**src/sv/sse_pkg.sv**
```systemverilog
// Shared types for the shell sort engine.
package sse_pkg;

	// Sequencer states.
	typedef enum logic [3:0] {
		ST_LOAD,
		ST_GAP,
		ST_PASS,
		ST_RD_HI,
		ST_RD_LO,
		ST_CMP,
		ST_SWAP,
		ST_EMIT_RD,
		ST_EMIT_LD,
		ST_EMIT_WAIT
	} sse_state_t;

endpackage

```
**src/sv/sse_key_ram.sv**
```systemverilog
// Key store: one write port, one read port with registered read data.
module sse_key_ram #(
	parameter int DEPTH = 64,
	parameter int WIDTH = 32
) (
	input  logic                     clk,
	input  logic                     we,
	input  logic [$clog2(DEPTH)-1:0] waddr,
	input  logic [WIDTH-1:0]         wdata,
	input  logic [$clog2(DEPTH)-1:0] raddr,
	output logic [WIDTH-1:0]         rdata
);

	logic [WIDTH-1:0] mem_q [DEPTH];
	logic [WIDTH-1:0] rdata_q;

	always_ff @(posedge clk) begin
		if (we) begin
			mem_q[waddr] <= wdata;
		end
		rdata_q <= mem_q[raddr];
	end

	assign rdata = rdata_q;

endmodule

```
**src/sv/shell_sort_engine.sv**
```systemverilog
// Shell sort engine top level: key loading, gapped insertion sequencer and sorted readout.
//
// The block collects a run of signed keys, one per input transaction, until the
// transaction with tlast set closes the run; up to MAX_KEYS keys are kept and any
// further keys of the run (the closing one included) are dropped, though the
// closing key still starts the sort. The stored keys are then Shell-sorted in
// place with gaps of count/2, count/4, ... 1, using a single compare/swap unit
// that works through a one-write, one-read key memory. The input stays ready while
// keys load. The sort opens with the ST_GAP setup state. A pass visits ST_PASS per
// outer position and once more to close; a compare steps through ST_RD_HI,
// ST_RD_LO and ST_CMP, plus ST_SWAP on a swap, all set by the single memory read port.
// Readout steps through ST_EMIT_RD, ST_EMIT_LD and ST_EMIT_WAIT per key, with tlast
// marking the largest key, and waits for the sink to take each key. The input is
// not ready from the closing key until the last sorted key has been taken.
module shell_sort_engine #(
	parameter int MAX_KEYS = 64,
	parameter int KEY_BITS = 32
) (
	input  logic                                  clk,
	input  logic                                  arst_n,
	// slave side
	input  logic                                  s_axis_tvalid,
	output logic                                  s_axis_tready,
	input  logic [((KEY_BITS + 7) / 8) * 8 - 1:0] s_axis_tdata,  // [KEY_BITS-1:0] key_value
	input  logic                                  s_axis_tlast,  // is_final
	// master side
	output logic                                  m_axis_tvalid,
	input  logic                                  m_axis_tready,
	output logic [((KEY_BITS + 7) / 8) * 8 - 1:0] m_axis_tdata,  // [KEY_BITS-1:0] sorted_key
	output logic                                  m_axis_tlast   // run_end
);

	import sse_pkg::*;

	localparam int DATA_W = ((KEY_BITS + 7) / 8) * 8;
	localparam int CNT_W  = $clog2(MAX_KEYS + 1);
	localparam int IDX_W  = $clog2(MAX_KEYS);

	// Control state
	sse_state_t        state_q, state_d;
	logic [CNT_W-1:0]  count_q, count_d;   // stored keys
	logic [CNT_W-1:0]  gap_q, gap_d;       // current gap
	logic [CNT_W-1:0]  outer_q, outer_d;   // outer position of the pass
	logic [CNT_W-1:0]  walk_q, walk_d;     // walk position; readout index during emit
	logic              out_valid_q, out_valid_d;

	// Payload
	logic [KEY_BITS-1:0] hi_q, hi_d;       // later key of the pair under compare
	logic [KEY_BITS-1:0] out_key_q, out_key_d;
	logic                out_last_q, out_last_d;

	// Memory port
	logic                ram_we;
	logic [IDX_W-1:0]    ram_waddr;
	logic [KEY_BITS-1:0] ram_wdata;
	logic [IDX_W-1:0]    ram_raddr;
	logic [KEY_BITS-1:0] ram_rdata;

	logic [CNT_W-1:0]    hi_addr;
	logic                hi_less;

	sse_key_ram #(
		.DEPTH (MAX_KEYS),
		.WIDTH (KEY_BITS)
	) u_ram (
		.clk   (clk),
		.we    (ram_we),
		.waddr (ram_waddr),
		.wdata (ram_wdata),
		.raddr (ram_raddr),
		.rdata (ram_rdata)
	);

	assign hi_addr = walk_q + gap_q;
	// ram_rdata holds the earlier key during ST_CMP
	assign hi_less = $signed(hi_q) < $signed(ram_rdata);

	always_comb begin
		state_d     = state_q;
		count_d     = count_q;
		gap_d       = gap_q;
		outer_d     = outer_q;
		walk_d      = walk_q;
		out_valid_d = out_valid_q;
		hi_d        = hi_q;
		out_key_d   = out_key_q;
		out_last_d  = out_last_q;
		ram_we      = 1'b0;
		ram_waddr   = count_q[IDX_W-1:0];
		ram_wdata   = s_axis_tdata[KEY_BITS-1:0];
		ram_raddr   = walk_q[IDX_W-1:0];
		s_axis_tready = 1'b0;

		case (state_q)
			ST_LOAD: begin
				s_axis_tready = 1'b1;
				if (s_axis_tvalid) begin
					// keys past capacity are dropped
					if (count_q < CNT_W'(MAX_KEYS)) begin
						ram_we  = 1'b1;
						count_d = count_q + 1'b1;
					end
					if (s_axis_tlast) begin
						state_d = ST_GAP;
					end
				end
			end
			ST_GAP: begin
				gap_d   = count_q >> 1;
				outer_d = count_q >> 1;
				walk_d  = '0;
				if ((count_q >> 1) == '0) begin
					state_d = ST_EMIT_RD;
				end else begin
					state_d = ST_PASS;
				end
			end
			ST_PASS: begin
				if (outer_q >= count_q) begin
					// pass done: halve the gap
					if ((gap_q >> 1) == '0) begin
						walk_d  = '0;
						state_d = ST_EMIT_RD;
					end else begin
						gap_d   = gap_q >> 1;
						outer_d = gap_q >> 1;
					end
				end else begin
					walk_d  = outer_q - gap_q;
					state_d = ST_RD_HI;
				end
			end
			ST_RD_HI: begin
				ram_raddr = hi_addr[IDX_W-1:0];
				state_d   = ST_RD_LO;
			end
			ST_RD_LO: begin
				ram_raddr = walk_q[IDX_W-1:0];
				hi_d      = ram_rdata;
				state_d   = ST_CMP;
			end
			ST_CMP: begin
				if (hi_less) begin
					// earlier key moves up; later key written back in ST_SWAP
					ram_we    = 1'b1;
					ram_waddr = hi_addr[IDX_W-1:0];
					ram_wdata = ram_rdata;
					state_d   = ST_SWAP;
				end else begin
					outer_d = outer_q + 1'b1;
					state_d = ST_PASS;
				end
			end
			ST_SWAP: begin
				ram_we    = 1'b1;
				ram_waddr = walk_q[IDX_W-1:0];
				ram_wdata = hi_q;
				if (walk_q < gap_q) begin
					outer_d = outer_q + 1'b1;
					state_d = ST_PASS;
				end else begin
					walk_d  = walk_q - gap_q;
					state_d = ST_RD_HI;
				end
			end
			ST_EMIT_RD: begin
				ram_raddr = walk_q[IDX_W-1:0];
				state_d   = ST_EMIT_LD;
			end
			ST_EMIT_LD: begin
				out_key_d   = ram_rdata;
				out_last_d  = (walk_q + 1'b1) == count_q;
				out_valid_d = 1'b1;
				state_d     = ST_EMIT_WAIT;
			end
			ST_EMIT_WAIT: begin
				if (m_axis_tready) begin
					out_valid_d = 1'b0;
					if (out_last_q) begin
						count_d = '0;
						gap_d   = '0;
						outer_d = '0;
						walk_d  = '0;
						state_d = ST_LOAD;
					end else begin
						walk_d  = walk_q + 1'b1;
						state_d = ST_EMIT_RD;
					end
				end
			end
			default: begin
				state_d = ST_LOAD;
			end
		endcase
	end

	always_ff @(posedge clk or negedge arst_n) begin
		if (!arst_n) begin
			state_q     <= ST_LOAD;
			count_q     <= '0;
			gap_q       <= '0;
			outer_q     <= '0;
			walk_q      <= '0;
			out_valid_q <= 1'b0;
		end else begin
			state_q     <= state_d;
			count_q     <= count_d;
			gap_q       <= gap_d;
			outer_q     <= outer_d;
			walk_q      <= walk_d;
			out_valid_q <= out_valid_d;
		end
	end

	always_ff @(posedge clk) begin
		hi_q       <= hi_d;
		out_key_q  <= out_key_d;
		out_last_q <= out_last_d;
	end

	assign m_axis_tvalid = out_valid_q;
	assign m_axis_tdata  = DATA_W'(out_key_q);
	assign m_axis_tlast  = out_last_q;

endmodule

```
**config.mk**
```make
export PLATFORM = sky130hd
export DESIGN_NAME = shell_sort_engine
export DESIGN_NICKNAME = d
export VERILOG_FILES = /design/src/sv/sse_pkg.sv /design/src/sv/sse_key_ram.sv /design/src/sv/shell_sort_engine.sv
export SDC_FILE = /design/constraint.sdc
export NUM_CORES = 2
export LEC_CHECK = 0
export BUFFER_PORTS_ARGS = -buffer_cell sky130_fd_sc_hd__buf_2
export CAP_MARGIN = 10
export CELL_PAD_IN_SITES_DETAIL_PLACEMENT = 2
export CELL_PAD_IN_SITES_GLOBAL_PLACEMENT = 2
export CORE_MARGIN = 1
export CORE_UTILIZATION = 50
export CTS_CLUSTER_SIZE = 14
export DETAILED_ROUTE_END_ITERATION = 8
export PLACE_DENSITY_LB_ADDON = 0.1
export SLEW_MARGIN = 30
export SYNTH_ARGS = -nofsm -noshare
export SYNTH_HDL_FRONTEND = slang
export SYNTH_SLANG_ARGS = --single-unit
```
**constraint.sdc**
```tcl
create_clock -name clk -period 7.32 [get_ports clk]
set_input_delay 0.732 -clock clk [delete_from_list [all_inputs] [get_ports clk]]
set_output_delay 0.732 -clock clk [all_outputs]
set_load 0.02 [all_outputs]
```
==> key figures <==
Routing
  • DR iter-0 viols: 5794
  • Via count: roughly 45k
  • Drt pass-1 iters: 8
  • DRT Wirelength: 299 mm
  • DRC viols: 0
  • Via density: 6.74
  • DR WL/cell: 45.1 µm
  • Antenna Nets Post-Route: 0

Die
  • Number of core rows: 151
  • Die height: 417 µm
  • Core area: approximately 0.17 mm²
  • Ports: slightly above 70
  • Die width: between 400 and 500 µm
  • Initial core utilization: a little over 50%
  • Die ar.: between 0.15 and 0.2 mm²

STA
  • Worst hold slack: 251 ps
  • Rel. slew slack: roughly 25%
  • Final WS setup: between 1000 and 1500 ps
  • Setup TNS: 0 ps
  • Achievable Freq: ~170 MHz
  • Slew Limit Fails: 0
  • Final setup fails: 0
  • RSZ-0062 raised after global routing: no
  • Slew @ Worst Pin: ~1100 ps
  • Final Cycle Share: between 80% and 90%
  • Clock Skews: 57.3 ps
  • Min Tclk post-route: 6010 ps
  • Final hold vios: 0

Min path
  • WHS Path Cells: 3
  • Hold Crit Class: input port to register
  • Hold_sp: m_axis_tready
  • Hold endpoint: m_axis_tvalid$_DFFE_PN0P_

CTS
  • Clock latency on the worst-skew pair: between 900 and 1000 ps
  • CTS tree: built
  • CTS Root Buffer Type: clkbuf_16
  • # resized after CTS: 0
  • Clock transition at path regs: roughly 70 ps
  • Number of clock sinks: approximately 2.2k
  • Hold buffers post-CTS: 1
  • Clk buf depth: 3
  • CTS Buf Count: 220
  • H-tree depth: 4
  • Post-CTS setup buffers: 0

Setup path
  • Crit Path Class: register to register
  • R2r worst-path depth: 13
  • Top Family by Delay on Critical Path: simple AND/OR/NAND/NOR gates
  • Worst-path cell chain: inv_1, ha_1, nand4_1, nor3_1, nand4_1, a31oi_1, o22ai_2, o21ai_4, a222oi_1, buf_4, or3_1, nor2_4, buf_4
  • Capture point of the worst reg-to-reg path: u_ram.mem_q[42][0]$_DFFE_PP_
  • Arrival @ worst endpoint: 6520 ps
  • Critical path capture point type: register
  • Bufs and invs on worst path: 3
  • Worst-path fanout max: 31
  • FF-to-FF Start: u_ram.rdata[31]$_DFF_P_
  • Crit-path max cell delay: just over 800 ps
  • Worst Path Required: about 7800 ps
  • Register-to-Register Setup Slack: ~1300 ps
  • Critical Path Start Type: register
  • Slowest CP cell: o21ai_4

Final layout
  • Non-Filler Instances: between 6k and 7k
  • Fillers: approximately 14k
  • Final net count: between 4k and 5k
  • Area grow syn2layout: 14.2%
  • Layout cells sized above 1: between 20% and 30%
  • Reg area: approximately 0.065 mm²
  • Multi-input gate area: approximately 0.020 mm²

Synth
  • Synth Area in Adders: 0.915%
  • Synth area leader: edfxtp_1
  • Mean Syn Cell Area: between 20 and 25 µm²
  • Syn Inst Count: slightly below 4k
  • Compound-Gate Fraction of Synth Area: about 1.5%
  • Most used DFF post-synth: edfxtp_1
  • Register area share after synthesis: approximately 76%
  • Syn Nets: a little over 4k
  • Synth Area in XOR/XNOR: less than 1%
  • Flops & latches, synth: 2177
  • Ys async rst share: about 1.5%
  • Count leader, synth: edfxtp_1
  • Library cells used by synthesis: 62
  • Syn Std Cell Area: roughly 0.086 mm²
  • Simple-gate share of the synthesized area: ~1.3%
  • Largest family of logic cells by synthesized area: multiplexers
  • Mux share of post-synthesis cell area: a little under a fifth
  • Number of enable flip-flop cells after synthesis: between 2k and 2.5k
  • Top cells by count, synth: 2113 x edfxtp_1, 512 x mux4_2, 484 x mux2i_1
  • Top post-synthesis cells by area: edfxtp_1 74%, mux4_2 13%, mux2i_1 5.6%
  • Top cell type's share of synthesized area: around three quarters
  • Yosys warns: 0

Global route
  • Antenna violations before repair: 11
  • Grt ovf: 0
  • Met1 Use GR: 45.1%
  • Met2 global-route usage: 57.6%
  • Largest net degree at the start of global routing: between 100 and 150
  • Busiest layer in global routing: met2
  • GRT Total Usage: between 30% and 40%
  • First-pass GRT wire length: just over 400 mm
  • Vias in the first global route: between 40k and 50k
  • Met3 usage: under 10%

Placement
  • Place WS: between 1500 and 2000 ps
  • Placed Cells incl. Taps: roughly 6.2k
  • HPWL after detailed placement: roughly 180 mm
  • Final RePlAce weighted congestion: 0.849
  • Input/output buffers: slightly above 70

Job
  • MaxCap Viol Count: 0

Power
  • Overall Power: 39100 µW
  • Leakage power: about 0.033 µW
  • P per Cell Area: roughly 400 mW/mm²
  • Worst vdd ir: around 0.29 mV

Status
  • Outcome: complete, no violations
how the worst max path moves through the flow:
stage	from	end	slack (ps)	cells after the start
2_1_floorplan	hi_q[17]$_DFFE_PP_	u_ram.mem_q[50][0]$_DFFE_PP_	2050	11
3_3_place_gp	hi_q[31]$_DFFE_PP_	u_ram.mem_q[32][20]$_DFFE_PP_	1710	12
4_1_cts	u_ram.rdata[14]$_DFF_P_	u_ram.mem_q[42][0]$_DFFE_PP_	1430	13
5_1_grt	u_ram.rdata[15]$_DFF_P_	u_ram.mem_q[42][0]$_DFFE_PP_	1240	13
6_report	u_ram.rdata[31]$_DFF_P_	u_ram.mem_q[42][0]$_DFFE_PP_	1310	13
3_5_place_dp	hi_q[14]$_DFFE_PP_	u_ram.mem_q[42][2]$_DFFE_PP_	1710	12
power breakdown:
part	internal [µW]	total, µW	switching, µW
Sequential	14600	15000	359
Clock	6210	11300	5090
Combinational	4460	12800	8380
Total	25300	39100	13800
worst reg2reg max path, cell delays in order, from the launching register on:
cell and delay, ps:
dfxtp_1 410, inv_1 80, ha_1 390, nand4_1 280
nor3_1 370, nand4_1 170, a31oi_1 250, o22ai_2 190
o21ai_4 830, a222oi_1 310, buf_4 340, or3_1 830
nor2_4 700, buf_4 470
routing by layer:
layer,wire [µm],up-vias,part of all wire (%)
met1,112000,24600,37
li1,-,17100,-
met3,21600,542,7.2
met5,18,-,0.0060
met4,17100,2,5.7
met2,148000,2541,50
logic make-up (layout without fill, tap and decap cells):
group                      after synthesis  in the layout
DFF                                   2177           2177
muxes                                  999            999
buffers and inverters                  286            749
and+or+nand+nor                        226            226
AOI/OAI and AO/OA                      170            170
adders and majority gates               61             61
xor gates and xnor gates                29             29
other                                    0              4
stage by stage:
| step | area, µm² | util [%] |
|---|---|---|
| floorplan | 85900 | - |
| global placement | 90000 | 52.9 |
| detailed placement | 91100 | 53.6 |
| CTS | 98100 | 57.7 |
| global route | 98100 | 57.7 |
| finish | 98100 | 57.7 |
layout by cell type (no fill, tap or decap), types with 20 or more instances in the layout:
master,n
edfxtp_1,2113
mux4_2,512
mux2i_1,478
clkbuf_16,224
buf_4,114
inv_1,78
buf_2,71
ha_1,58
clkbuf_1,54
nor2_4,49
clkinv_2,47
clkinv_1,46
nand2_1,41
nor2_1,38
buf_16,38
a21oi_1,37
a222oi_1,35
dfrtp_1,32
dfxtp_1,32
o21ai_0,27
xnor2_1,21
buf_12,20
sequential cells by signal, indices dropped and copies added, names as in the netlist:
register	cells
m_axis_tvalid	1
u_ram.rdata	32
hi_q	32
state_q	4
u_ram.mem_q	2048
outer_q	7
gap_q	6
count_q	7
m_axis_tlast	1
m_axis_tdata	32
walk_q	7
final cells by class:
class                           count  area share [%]
Clock buffer                      282            5.97
Timing Repair Buffer              253            2.85
Sequential cell                  2177            66.1
Multi-Input combinational cell   1485            20.8
Antenna cell                        4          0.0102
Clock inverter                    124            1.11
Inverter                           90           0.344
Tap cell                         2218            2.83
No activity file was read; power rests on OpenSTA's default activity.
